<file path="src/hdl/mie_pkg.sv">
// shared types and constants of the modular inverse block
package mie_pkg;

    localparam int FIELD_W   = 32;
    localparam int WIDTH_DEF = 32;

    typedef struct packed {
        logic load;
        logic start_div;
        logic shift_up;
        logic div_step;
        logic commit;
        logic reduce;
        logic emit;
    } cmd_t;

    typedef struct packed {
        logic r1_zero;
        logic can_shift;
        logic at_divisor;
    } sts_t;

endpackage

</file>
<file path="src/hdl/mie_datapath.sv">
// remainder / coefficient datapath with a shift-subtract divider
module mie_datapath import mie_pkg::*; #(
    parameter int WIDTH = WIDTH_DEF
) (
    input  logic               aclk,
    input  logic [FIELD_W-1:0] s_value,
    input  logic [FIELD_W-1:0] s_modulus,
    input  logic               aresetn,
    input  cmd_t               cmd_i,
    output sts_t               sts_o,
    output logic               m_exists,
    output logic [FIELD_W-1:0] m_inverse
);

    localparam int UW = WIDTH + 1;

    logic [WIDTH-1:0] m_reg, m_next;
    logic [WIDTH-1:0] r0_reg, r0_next;
    logic [WIDTH-1:0] r1_reg, r1_next;
    logic [WIDTH-1:0] rem_reg, rem_next;
    logic [WIDTH-1:0] d_reg, d_next;
    logic [UW-1:0]    u0_reg, u0_next;
    logic [UW-1:0]    u1_reg, u1_next;
    logic [UW-1:0]    ud_reg, ud_next;
    logic [UW-1:0]    acc_reg, acc_next;
    logic             odd_reg, odd_next;
    logic             exists_reg, exists_next;
    logic [FIELD_W-1:0] inverse_reg, inverse_next;

    logic [UW-1:0]    d_dbl;
    logic [UW-1:0]    diff;
    logic             ge;
    logic [UW-1:0]    m_ext;
    logic             exists_c;
    logic [UW-1:0]    inv_full;

    assign d_dbl    = {d_reg, 1'b0};
    assign diff     = {1'b0, rem_reg} - {1'b0, d_reg};
    assign ge       = !diff[WIDTH];
    assign m_ext    = {1'b0, m_reg};
    assign exists_c = (r0_reg == WIDTH'(1)) && (m_reg != '0);

    // odd step count: coefficient is already the inverse, else negate mod m
    always_comb begin
        if (!exists_c) begin
            inv_full = '0;
        end else if (odd_reg || u0_reg == '0) begin
            inv_full = u0_reg;
        end else begin
            inv_full = m_ext - u0_reg;
        end
    end

    assign sts_o.r1_zero    = (r1_reg == '0);
    assign sts_o.can_shift  = (d_dbl <= {1'b0, rem_reg});
    assign sts_o.at_divisor = (d_reg == r1_reg);

    always_comb begin
        m_next       = m_reg;
        r0_next      = r0_reg;
        r1_next      = r1_reg;
        rem_next     = rem_reg;
        d_next       = d_reg;
        u0_next      = u0_reg;
        u1_next      = u1_reg;
        ud_next      = ud_reg;
        acc_next     = acc_reg;
        odd_next     = odd_reg;
        exists_next  = exists_reg;
        inverse_next = inverse_reg;
        if (cmd_i.load) begin
            m_next   = WIDTH'(s_modulus);
            r0_next  = WIDTH'(s_modulus);
            r1_next  = WIDTH'(s_value);
            u0_next  = '0;
            u1_next  = UW'(1);
            odd_next = 1'b0;
        end
        if (cmd_i.start_div) begin
            rem_next = r0_reg;
            d_next   = r1_reg;
            ud_next  = u1_reg;
            acc_next = u0_reg;
        end
        if (cmd_i.shift_up) begin
            d_next  = d_dbl[WIDTH-1:0];
            ud_next = {ud_reg[UW-2:0], 1'b0};
        end
        if (cmd_i.div_step) begin
            if (ge) begin
                rem_next = diff[WIDTH-1:0];
                acc_next = acc_reg + ud_reg;
            end
            if (d_reg != r1_reg) begin
                d_next  = d_reg >> 1;
                ud_next = ud_reg >> 1;
            end
        end
        if (cmd_i.commit) begin
            r0_next  = r1_reg;
            r1_next  = rem_reg;
            u0_next  = u1_reg;
            u1_next  = acc_reg;
            odd_next = !odd_reg;
        end
        if (cmd_i.reduce) begin
            if (u0_reg >= m_ext) begin
                u0_next = u0_reg - m_ext;
            end
        end
        if (cmd_i.emit) begin
            exists_next  = exists_c;
            inverse_next = FIELD_W'(inv_full);
        end
    end

    always_ff @(posedge aclk) begin
        m_reg       <= m_next;
        r0_reg      <= r0_next;
        r1_reg      <= r1_next;
        rem_reg     <= rem_next;
        d_reg       <= d_next;
        u0_reg      <= u0_next;
        u1_reg      <= u1_next;
        ud_reg      <= ud_next;
        acc_reg     <= acc_next;
        odd_reg     <= odd_next;
        exists_reg  <= exists_next;
        inverse_reg <= inverse_next;
    end

    assign m_exists  = exists_reg;
    assign m_inverse = inverse_reg;

    a_rem_below_divisor : assert property (@(posedge aclk) disable iff (!aresetn)
        cmd_i.commit |-> rem_reg < r1_reg)
        else $error("remainder not below divisor at step end");

    a_coef_bounded : assert property (@(posedge aclk) disable iff (!aresetn)
        cmd_i.commit |-> acc_reg <= m_ext)
        else $error("bezout coefficient exceeds modulus");

    a_inverse_in_range : assert property (@(posedge aclk) disable iff (!aresetn)
        cmd_i.emit && exists_c |-> inv_full < m_ext)
        else $error("inverse not reduced below modulus");

endmodule

</file>
<file path="src/hdl/mie_ctrl.sv">
// sequencer for the euclid steps and the result handshake
module mie_ctrl import mie_pkg::*; (
    input  logic aclk,
    input  logic aresetn,
    input  logic s_valid,
    output logic s_ready,
    output logic m_valid,
    input  logic m_ready,
    input  sts_t sts_i,
    output cmd_t cmd_o
);

    typedef enum logic [6:0] {
        S_IDLE   = 7'b0000001,
        S_CHECK  = 7'b0000010,
        S_ALIGN  = 7'b0000100,
        S_DIVIDE = 7'b0001000,
        S_COMMIT = 7'b0010000,
        S_REDUCE = 7'b0100000,
        S_EMIT   = 7'b1000000
    } state_t;

    state_t state_reg, state_next;
    logic   m_valid_reg, m_valid_next;

    always_comb begin
        state_next = state_reg;
        cmd_o      = '0;
        unique case (state_reg)
            S_IDLE: begin
                if (s_valid) begin
                    cmd_o.load = 1'b1;
                    state_next = S_CHECK;
                end
            end
            S_CHECK: begin
                if (sts_i.r1_zero) begin
                    state_next = S_REDUCE;
                end else begin
                    cmd_o.start_div = 1'b1;
                    state_next      = S_ALIGN;
                end
            end
            S_ALIGN: begin
                if (sts_i.can_shift) begin
                    cmd_o.shift_up = 1'b1;
                end else begin
                    state_next = S_DIVIDE;
                end
            end
            S_DIVIDE: begin
                cmd_o.div_step = 1'b1;
                if (sts_i.at_divisor) begin
                    state_next = S_COMMIT;
                end
            end
            S_COMMIT: begin
                cmd_o.commit = 1'b1;
                state_next   = S_CHECK;
            end
            S_REDUCE: begin
                cmd_o.reduce = 1'b1;
                state_next   = S_EMIT;
            end
            S_EMIT: begin
                // result register free or being drained this cycle
                if (!m_valid_reg || m_ready) begin
                    cmd_o.emit = 1'b1;
                    state_next = S_IDLE;
                end
            end
            default: begin
                state_next = S_IDLE;
            end
        endcase
    end

    always_comb begin
        m_valid_next = m_valid_reg;
        if (cmd_o.emit) begin
            m_valid_next = 1'b1;
        end else if (m_ready) begin
            m_valid_next = 1'b0;
        end
    end

    always_ff @(posedge aclk) begin
        if (!aresetn) begin
            state_reg   <= S_IDLE;
            m_valid_reg <= 1'b0;
        end else begin
            state_reg   <= state_next;
            m_valid_reg <= m_valid_next;
        end
    end

    assign s_ready = (state_reg == S_IDLE);
    assign m_valid = m_valid_reg;

    a_emit_slot_free : assert property (@(posedge aclk) disable iff (!aresetn)
        cmd_o.emit |-> (!m_valid_reg || m_ready))
        else $error("result overwritten before transfer");

    a_accept_starts : assert property (@(posedge aclk) disable iff (!aresetn)
        s_valid && s_ready |=> state_reg == S_CHECK && !s_ready)
        else $error("accepted item did not start");

    a_divide_ends : assert property (@(posedge aclk) disable iff (!aresetn)
        state_reg == S_DIVIDE && sts_i.at_divisor |=> state_reg == S_COMMIT)
        else $error("division did not end at the divisor");

endmodule

</file>
<file path="src/hdl/modular_inverse_ext_euclid.sv">
// Modular inverse by the extended Euclidean algorithm. One item at a time:
// s_ready is high only while the block is idle, and the result waits in an
// output register so the next item can be taken while it is pending. Each
// Euclid step divides by shift and subtract on one shared subtractor, through
// the states check, align, divide and commit; load comes before the steps,
// and reduction and result emission after them. exists is high when the gcd of
// value and modulus is one; inverse is then in 0..modulus-1, else zero.
// A zero modulus gives exists low. Operands are taken at WIDTH bits.
module modular_inverse_ext_euclid import mie_pkg::*; #(
    parameter int WIDTH = WIDTH_DEF
) (
    input  logic               aclk,
    input  logic               aresetn,
    input  logic               s_valid,
    output logic               s_ready,
    input  logic [FIELD_W-1:0] s_value,
    input  logic [FIELD_W-1:0] s_modulus,
    output logic               m_valid,
    input  logic               m_ready,
    output logic               m_exists,
    output logic [FIELD_W-1:0] m_inverse
);

    cmd_t cmd;
    sts_t sts;

    mie_ctrl u_ctrl (
        .aclk    (aclk),
        .aresetn (aresetn),
        .s_valid (s_valid),
        .s_ready (s_ready),
        .m_valid (m_valid),
        .m_ready (m_ready),
        .sts_i   (sts),
        .cmd_o   (cmd)
    );

    mie_datapath #(
        .WIDTH (WIDTH)
    ) u_datapath (
        .aclk      (aclk),
        .s_value   (s_value),
        .s_modulus (s_modulus),
        .aresetn   (aresetn),
        .cmd_i     (cmd),
        .sts_o     (sts),
        .m_exists  (m_exists),
        .m_inverse (m_inverse)
    );

endmodule

</file>
<file path="config.mk">
export PLATFORM = sky130hd
export DESIGN_NAME = modular_inverse_ext_euclid
export DESIGN_NICKNAME = d
export VERILOG_FILES = /design/src/hdl/mie_pkg.sv /design/src/hdl/mie_datapath.sv /design/src/hdl/mie_ctrl.sv /design/src/hdl/modular_inverse_ext_euclid.sv
export SDC_FILE = /design/constraint.sdc
export NUM_CORES = 1
export LEC_CHECK = 0
export BUFFER_PORTS_ARGS = -buffer_cell sky130_fd_sc_hd__buf_2
export CAP_MARGIN = 5
export CORE_MARGIN = 10
export CORE_UTILIZATION = 60
export DETAILED_ROUTE_END_ITERATION = 16
export PLACE_DENSITY = 0.87
export SYNTH_ARGS = -nofsm -noshare
export SYNTH_HDL_FRONTEND = slang
export SYNTH_SLANG_ARGS = --single-unit
</file>
<file path="constraint.sdc">
create_clock -name aclk -period 5.2 [get_ports aclk]
set_input_delay 0.78 -clock aclk [delete_from_list [all_inputs] [get_ports aclk]]
set_output_delay 0.78 -clock aclk [all_outputs]
set_load 0.005 [all_outputs]
</file>
; Word-level counts from Yosys, hierarchy flattened
; Index checks and enable logic that the tools add are counted.
[totals]
ff_bits = 334
elab_cells = 91
[op_classes]
n_lt_le_gt_ge = 2
eq_ne = 14
mux = 46
addsub = 4
reduce_logical = 11
[ops]
columns = op, n
row1 = $mux W33, 13
row2 = $mux W32, 12
row3 = $pmux W7 S7, 1
row4 = $add A33 B33 Y33, 1
row5 = $ge A33 B32 Y1, 1
row6 = $le A33 B32 Y1, 1
row7 = $logic_not A33 Y1, 1
row8 = $sub A32 B32 Y33, 1
row9 = $sub A33 B32 Y33, 1
row10 = $eq A32 B1 Y1 const B, 1
row11 = $eq A32 B32 Y1, 1
row12 = $logic_not A32 Y1, 1
row13 = $ne A32 B32 Y1, 1
row14 = $reduce_bool A32 Y1, 1
row15 = $sub A32 B32 Y32, 1
row16 = $mux W7, 4
row17 = $mux W1, 15
row18 = $eq A7 B1 Y1 const B, 1
row19 = $eq A7 B2 Y1 const B, 1
row20 = $eq A7 B3 Y1 const B, 1
row21 = $eq A7 B4 Y1 const B, 1
row22 = $eq A7 B5 Y1 const B, 1
row23 = $eq A7 B6 Y1 const B, 1
row24 = $eq A7 B7 Y1 const B, 1
row25 = 8 further kinds, 13

; Depth between registers and ports, before layout
[depth]
ltp_word = 7
mapped_depth = 15
mapped_depth_nobuf = 13

; Cells and area by module
; From an unflattened synthesis, not the netlist that was laid out.
[hier_totals]
cells_unflattened = 2420
hier_area_um2 = 22196.3
[modules_own_cells]
columns = module, area_each_um2, cells_per_inst, n_inst
row1 = mie_datapath, 21692.1, 2365, 1
row2 = mie_ctrl, 504.2, 55, 1

; Worst setup path before layout
; Ideal clock, no wire load.
[synth_path]
path_kind = reg2reg
startpoint = reg u_ctrl.state_reg[6]
endpoint = reg u_datapath.u0_reg[32]
path_buffers = 1
required_time_ns = 5.080
period_less_slack_ns = 3.955
arrival_ns = 3.834
path_stages_with_launch = 8
slack_ns = 1.245
setup_ns = 0.120
path_cell_list = dfxtp_1 > nor2_1 > nand2_1 > or4b_2 > clkbuf_1 > nand2_1 > a211oi_1 > a211o_1
[synth_via]
elab_chain_cells = 6
elab_cells_between_ends = 10
classes_between = 3 x eq/ne / 7 x mux
[synth_lines]
columns = item, line
row1 = start: declaration, mie_ctrl.sv:23  ; state_t state_reg, state_next;
row2 = start signal: assignment, mie_ctrl.sv:92  ; state_reg <= state_next;
row3 = $eq A7 B1 Y1, mie_ctrl.sv:29  ; unique case (state_reg)
row4 = $mux W1, mie_ctrl.sv:29
row5 = $mux W33, mie_datapath.sv:71  ; if (cmd_i.load) begin
row6 = $mux W33, mie_datapath.sv:99  ; if (cmd_i.commit) begin
row7 = $mux W33, mie_datapath.sv:107  ; if (u0_reg >= m_ext) begin
row8 = $mux W33 (*), mie_datapath.sv:106  ; if (cmd_i.reduce) begin
row9 = via u_datapath.u0_next[32], mie_datapath.sv:22  ; logic [UW-1:0] u0_reg, u0_next;
row10 = end signal: assignment, mie_datapath.sv:123  ; u0_reg <= u0_next;
row11 = end: declaration, mie_datapath.sv:22
; Mark *: on every way through the listed nets, which the timed path passes. The rest lies on a longest branch.
; A chain may end at the register's enable or synchronous reset.

; Worst setup path in the final report
[layout_path]
startpoint = reg u_datapath.rem_reg[30]
endpoint = reg u_datapath.ud_reg[14]
[layout_via]
elab_chain_cells = 6
[layout_lines]
columns = item, line
row1 = start: declaration, mie_datapath.sv:20  ; logic [WIDTH-1:0] rem_reg, rem_next;
row2 = start signal: assignment, mie_datapath.sv:121  ; rem_reg <= rem_next;
row3 = $le A33 B32 Y1 (*), mie_datapath.sv:55  ; assign sts_o.can_shift = (d_dbl <= {1'b0, rem_reg});
row4 = $mux W1 (*), mie_ctrl.sv:45  ; if (sts_i.can_shift) begin
row5 = $mux W1 (*), mie_ctrl.sv:29
row6 = $mux W33 (*), mie_datapath.sv:85  ; if (cmd_i.shift_up) begin
row7 = $mux W33, mie_datapath.sv:94  ; if (d_reg != r1_reg) begin
row8 = $mux W33 (*), mie_datapath.sv:89  ; if (cmd_i.div_step) begin
row9 = via u_datapath.ud_next[14], mie_datapath.sv:24  ; logic [UW-1:0] ud_reg, ud_next;
row10 = end signal: assignment, mie_datapath.sv:125  ; ud_reg <= ud_next;
row11 = end: declaration, mie_datapath.sv:24
; Marks and branches as above.

==> impl_metrics.json <==
{
  "synth_cells": 2473,
  "grt_overflow_total": 0,
  "p_clk_frac": 0.188,
  "num-nets-final": 2740,
  "placed_area_mm2": 0.0225,
  "rsz0062_at_grt": "false",
  "die_x_um": 210,
  "grt_max_degree": 98,
  "syn-num-nets": 2703,
  "cp-start-kind": "register",
  "ys_ff_latch": 334,
  "r2r_slack_ns": 0.97,
  "drive_above_1_share": 0.0914,
  "multi_input_area_mm2": 0.0123,
  "num_io_pins": 103,
  "r2r-start": "u_datapath.rem_reg[30]$_DFF_P_",
  "clock-sinks": 334,
  "grt_pass1_wl_um": 101000,
  "dr.first_iter.drc_count": 2147,
  "finalSetupViolations": 0,
  "htreeDepth": 2,
  "yosysUniqueCellTypes": 79,
  "arrival_ns": 4.64,
  "rows": 69,
  "m1WireLength_um": 26500,
  "slew_headroom": 0.290,
  "crit_fanout": 69,
  "cts_resized": 0,
  "max_stage_delay_ns": 0.90,
  "die_h_um": 210,
  "status": "complete, no violations",
  "clk_latency_ns": 0.55,
  "fin_worst_skew_ns": 0.0262,
  "fmax_ghz": 0.236,
  "syn_to_final_growth_pct": 9.15,
  "final_area_mm2": 0.0237,
  "cpMostUsedCell": "buf_4",
  "fin_crit_ns": 4.23,
  "end_kind": "register",
  "routed.top_layer": "met4",
  "ys.flop_type": "dfxtp_1",
  "via_per_inst": 6.44,
  "finalHoldViolCount": 0,
  "ctsRootBufferMaster": "clkbuf_16",
  "utilization": 0.664,
  "post_cts_buffers": 0,
  "num_antenna_cells": 0,
  "power.total_mw": 14.2,
  "ctsLongestPathBuffers": 3,
  "yosysSeqAreaShare": 0.384,
  "reg2regPathDepth": 11,
  "critPathLaunch": "u_datapath.rem_reg[30]$_DFF_P_",
  "grt_pass1_vias": 18400,
  "async_flop_share": 0,
  "yosysWarnings": 0,
  "critPathKind": "register to register",
  "grt_use_total": 0.282,
  "io_buffers": 102,
  "p_int_mw": 8.05,
  "layout_common_cells": "nand2_1, a21oi_1, nor2_1, dfxtp_1, edfxtp_1",
  "drv_cap": 0,
  "post-dp-hpwl_um": 47600,
  "finalWirelength_um": 64700,
  "wl_met2_um": 29500,
  "timing.rr.end": "u_datapath.ud_reg[14]$_DFF_P_",
  "switchingPower_mw": 6.12,
  "switching_share": 0.432,
  "postCtsHoldBufs": 0,
  "setup_tns_ns": 0,
  "cts_tree": "yes",
  "p_comb_frac": 0.483,
  "required_ns": 5.61,
  "critPathCapture": "u_datapath.ud_reg[14]$_DFF_P_",
  "syn_avg_cell_area_um2": 8.77,
  "core_area_mm2": 0.0357,
  "final.period_utilization": 0.813,
  "start_util": 0.608,
  "path_clk_slew_ns": 0.06,
  "p_per_area_mw_per_mm2": 598,
  "drc": 0,
  "worst_pin_slew_ns": 1.07,
  "die_area_mm2": 0.0442,
  "syn-cell-area_mm2": 0.0217,
  "layout_commonest_cell": "nand2_1",
  "slew_violations": 0,
  "cellLeakagePower_nw": 10.3,
  "synth_edf_count": 163,
  "ir_drop_v": 0.000363,
  "critical-path-slowest-cell": "and2_2",
  "hp-class": "primary input to register",
  "detail_route.wl_per_cell_um": 21.6,
  "power_frac_seq": 0.329,
  "regArea_mm2": 0.00832,
  "cts_buffers": 37,
  "detailroute.via_count": 19300,
  "crit_path_cell_trace": "inv_1, ha_1, nand4_1, nor4_1, nand2_1, nand3_1, a21o_2, buf_4, and2_2, buf_4, a21oi_1",
  "wl_met3_um": 6000,
  "ant_nets": 0,
  "place_congestion": 1.03,
  "first_pass_iters": 8,
  "antenna_found_initial": 0,
  "nFillCells": 2803
}
## power groups by stage
stage / logic (mW) / registers [mW] / clock network (mW)
2_1_floorplan: 5.16 / 4.30 / 0
3_3_place_gp: 6.32 / 4.58 / 0
3_5_place_dp: 6.56 / 4.64 / 0
4_1_cts: 6.66 / 4.60 / 2.68
5_1_grt: 7.47 / 4.72 / 2.79
6_report: 6.83 / 4.66 / 2.67
## layer usage
metal,up-vias,track usage
met5,-,0
met4,0,0.114
met3,175,0.0408
met2,1083,0.458
met1,9083,0.371
li1,8964,-
## critical path: cells and delay by family, from the launching register on
| kind | cells | cell delay, ns |
|---|---|---|
| buffers and inverters | 3 | 1.06 |
| and+or+nand+nor | 5 | 2.08 |
| AOI/OAI and AO/OA | 2 | 0.24 |
| adders and majority gates | 1 | 0.30 |
| DFF | 1 | 0.37 |
## worst min path at each step
stage,start,endpoint,cells after the start
6_report,s_modulus[6],u_datapath.m_reg[6]$_DFFE_PP_,1
5_1_grt,s_modulus[2],u_datapath.m_reg[2]$_DFFE_PP_,1
4_1_cts,s_modulus[6],u_datapath.m_reg[6]$_DFFE_PP_,1
3_5_place_dp,u_datapath.acc_reg[32]$_DFF_P_,u_datapath.acc_reg[32]$_DFF_P_,1
3_3_place_gp,u_datapath.acc_reg[32]$_DFF_P_,u_datapath.acc_reg[32]$_DFF_P_,1
2_1_floorplan,u_datapath.acc_reg[32]$_DFF_P_,u_datapath.acc_reg[32]$_DFF_P_,1
## cells by family (layout without fill, tap and decap cells)
| group | Yosys count | count (layout) | synth area share |
|---|---|---|---|
| AOI/OAI and AO/OA | 721 | 721 | 0.208 |
| muxes | 106 | 106 | 0.0496 |
| adders and majority gates | 162 | 162 | 0.0948 |
| DFF | 334 | 334 | 0.384 |
| and+or+nand+nor | 733 | 733 | 0.156 |
| xor gates and xnor gates | 135 | 135 | 0.0545 |
| buffers and inverters | 282 | 348 | 0.0538 |
## layout make-up
class | instances | area share
clock buffers | 49 | 0.0441
clock inverters | 19 | 0.00761
inverters | 157 | 0.0249
multi-input cells | 1857 | 0.518
flip-flops and latches | 334 | 0.351
well taps | 461 | 0.0244
repair buffers | 123 | 0.0293
## through the flow
step	hold slack (ns)	instances	setup slack, ns
after global placement	0.460	2932	1.20
after CTS	0.413	3000	1.10
after floorplan	0.449	2473	1.25
after detailed placement	0.489	2932	1.14
after global routing	0.418	3000	0.865
final	0.423	3000	0.971
## synthesized netlist by cell type (8+ instances only)
| library cell | number | area [µm²] |
|---|---|---|
| nand2_1 | 273 | 1020 |
| a211oi_1 | 29 | 218 |
| o21bai_1 | 12 | 90.1 |
| o22ai_1 | 67 | 419 |
| ha_1 | 158 | 1980 |
| nand2b_1 | 18 | 113 |
| a21oi_1 | 245 | 1230 |
| a31oi_1 | 35 | 219 |
| a21o_1 | 85 | 638 |
| o211ai_1 | 16 | 120 |
| dfxtp_1 | 171 | 3420 |
| nor4_1 | 39 | 244 |
| nor2b_1 | 11 | 68.8 |
| mux2_2 | 11 | 124 |
| o31ai_1 | 9 | 67.6 |
| o21a_1 | 25 | 188 |
| buf_1 | 14 | 52.6 |
| nor3_1 | 27 | 135 |
| inv_1 | 157 | 589 |
| nor2_1 | 191 | 717 |
| xor2_1 | 31 | 272 |
| nand3b_1 | 8 | 60.1 |
| nand4_1 | 39 | 244 |
| o21ai_1 | 9 | 45.0 |
| mux2i_1 | 95 | 951 |
| and3_1 | 10 | 62.6 |
| buf_2 | 31 | 155 |
| and2_1 | 39 | 244 |
| edfxtp_1 | 163 | 4890 |
| nand3_1 | 49 | 245 |
| xnor2_1 | 104 | 911 |
| clkbuf_1 | 66 | 248 |
| o21ai_0 | 127 | 636 |
Note: power is estimated with default switching activity, not from simulation.
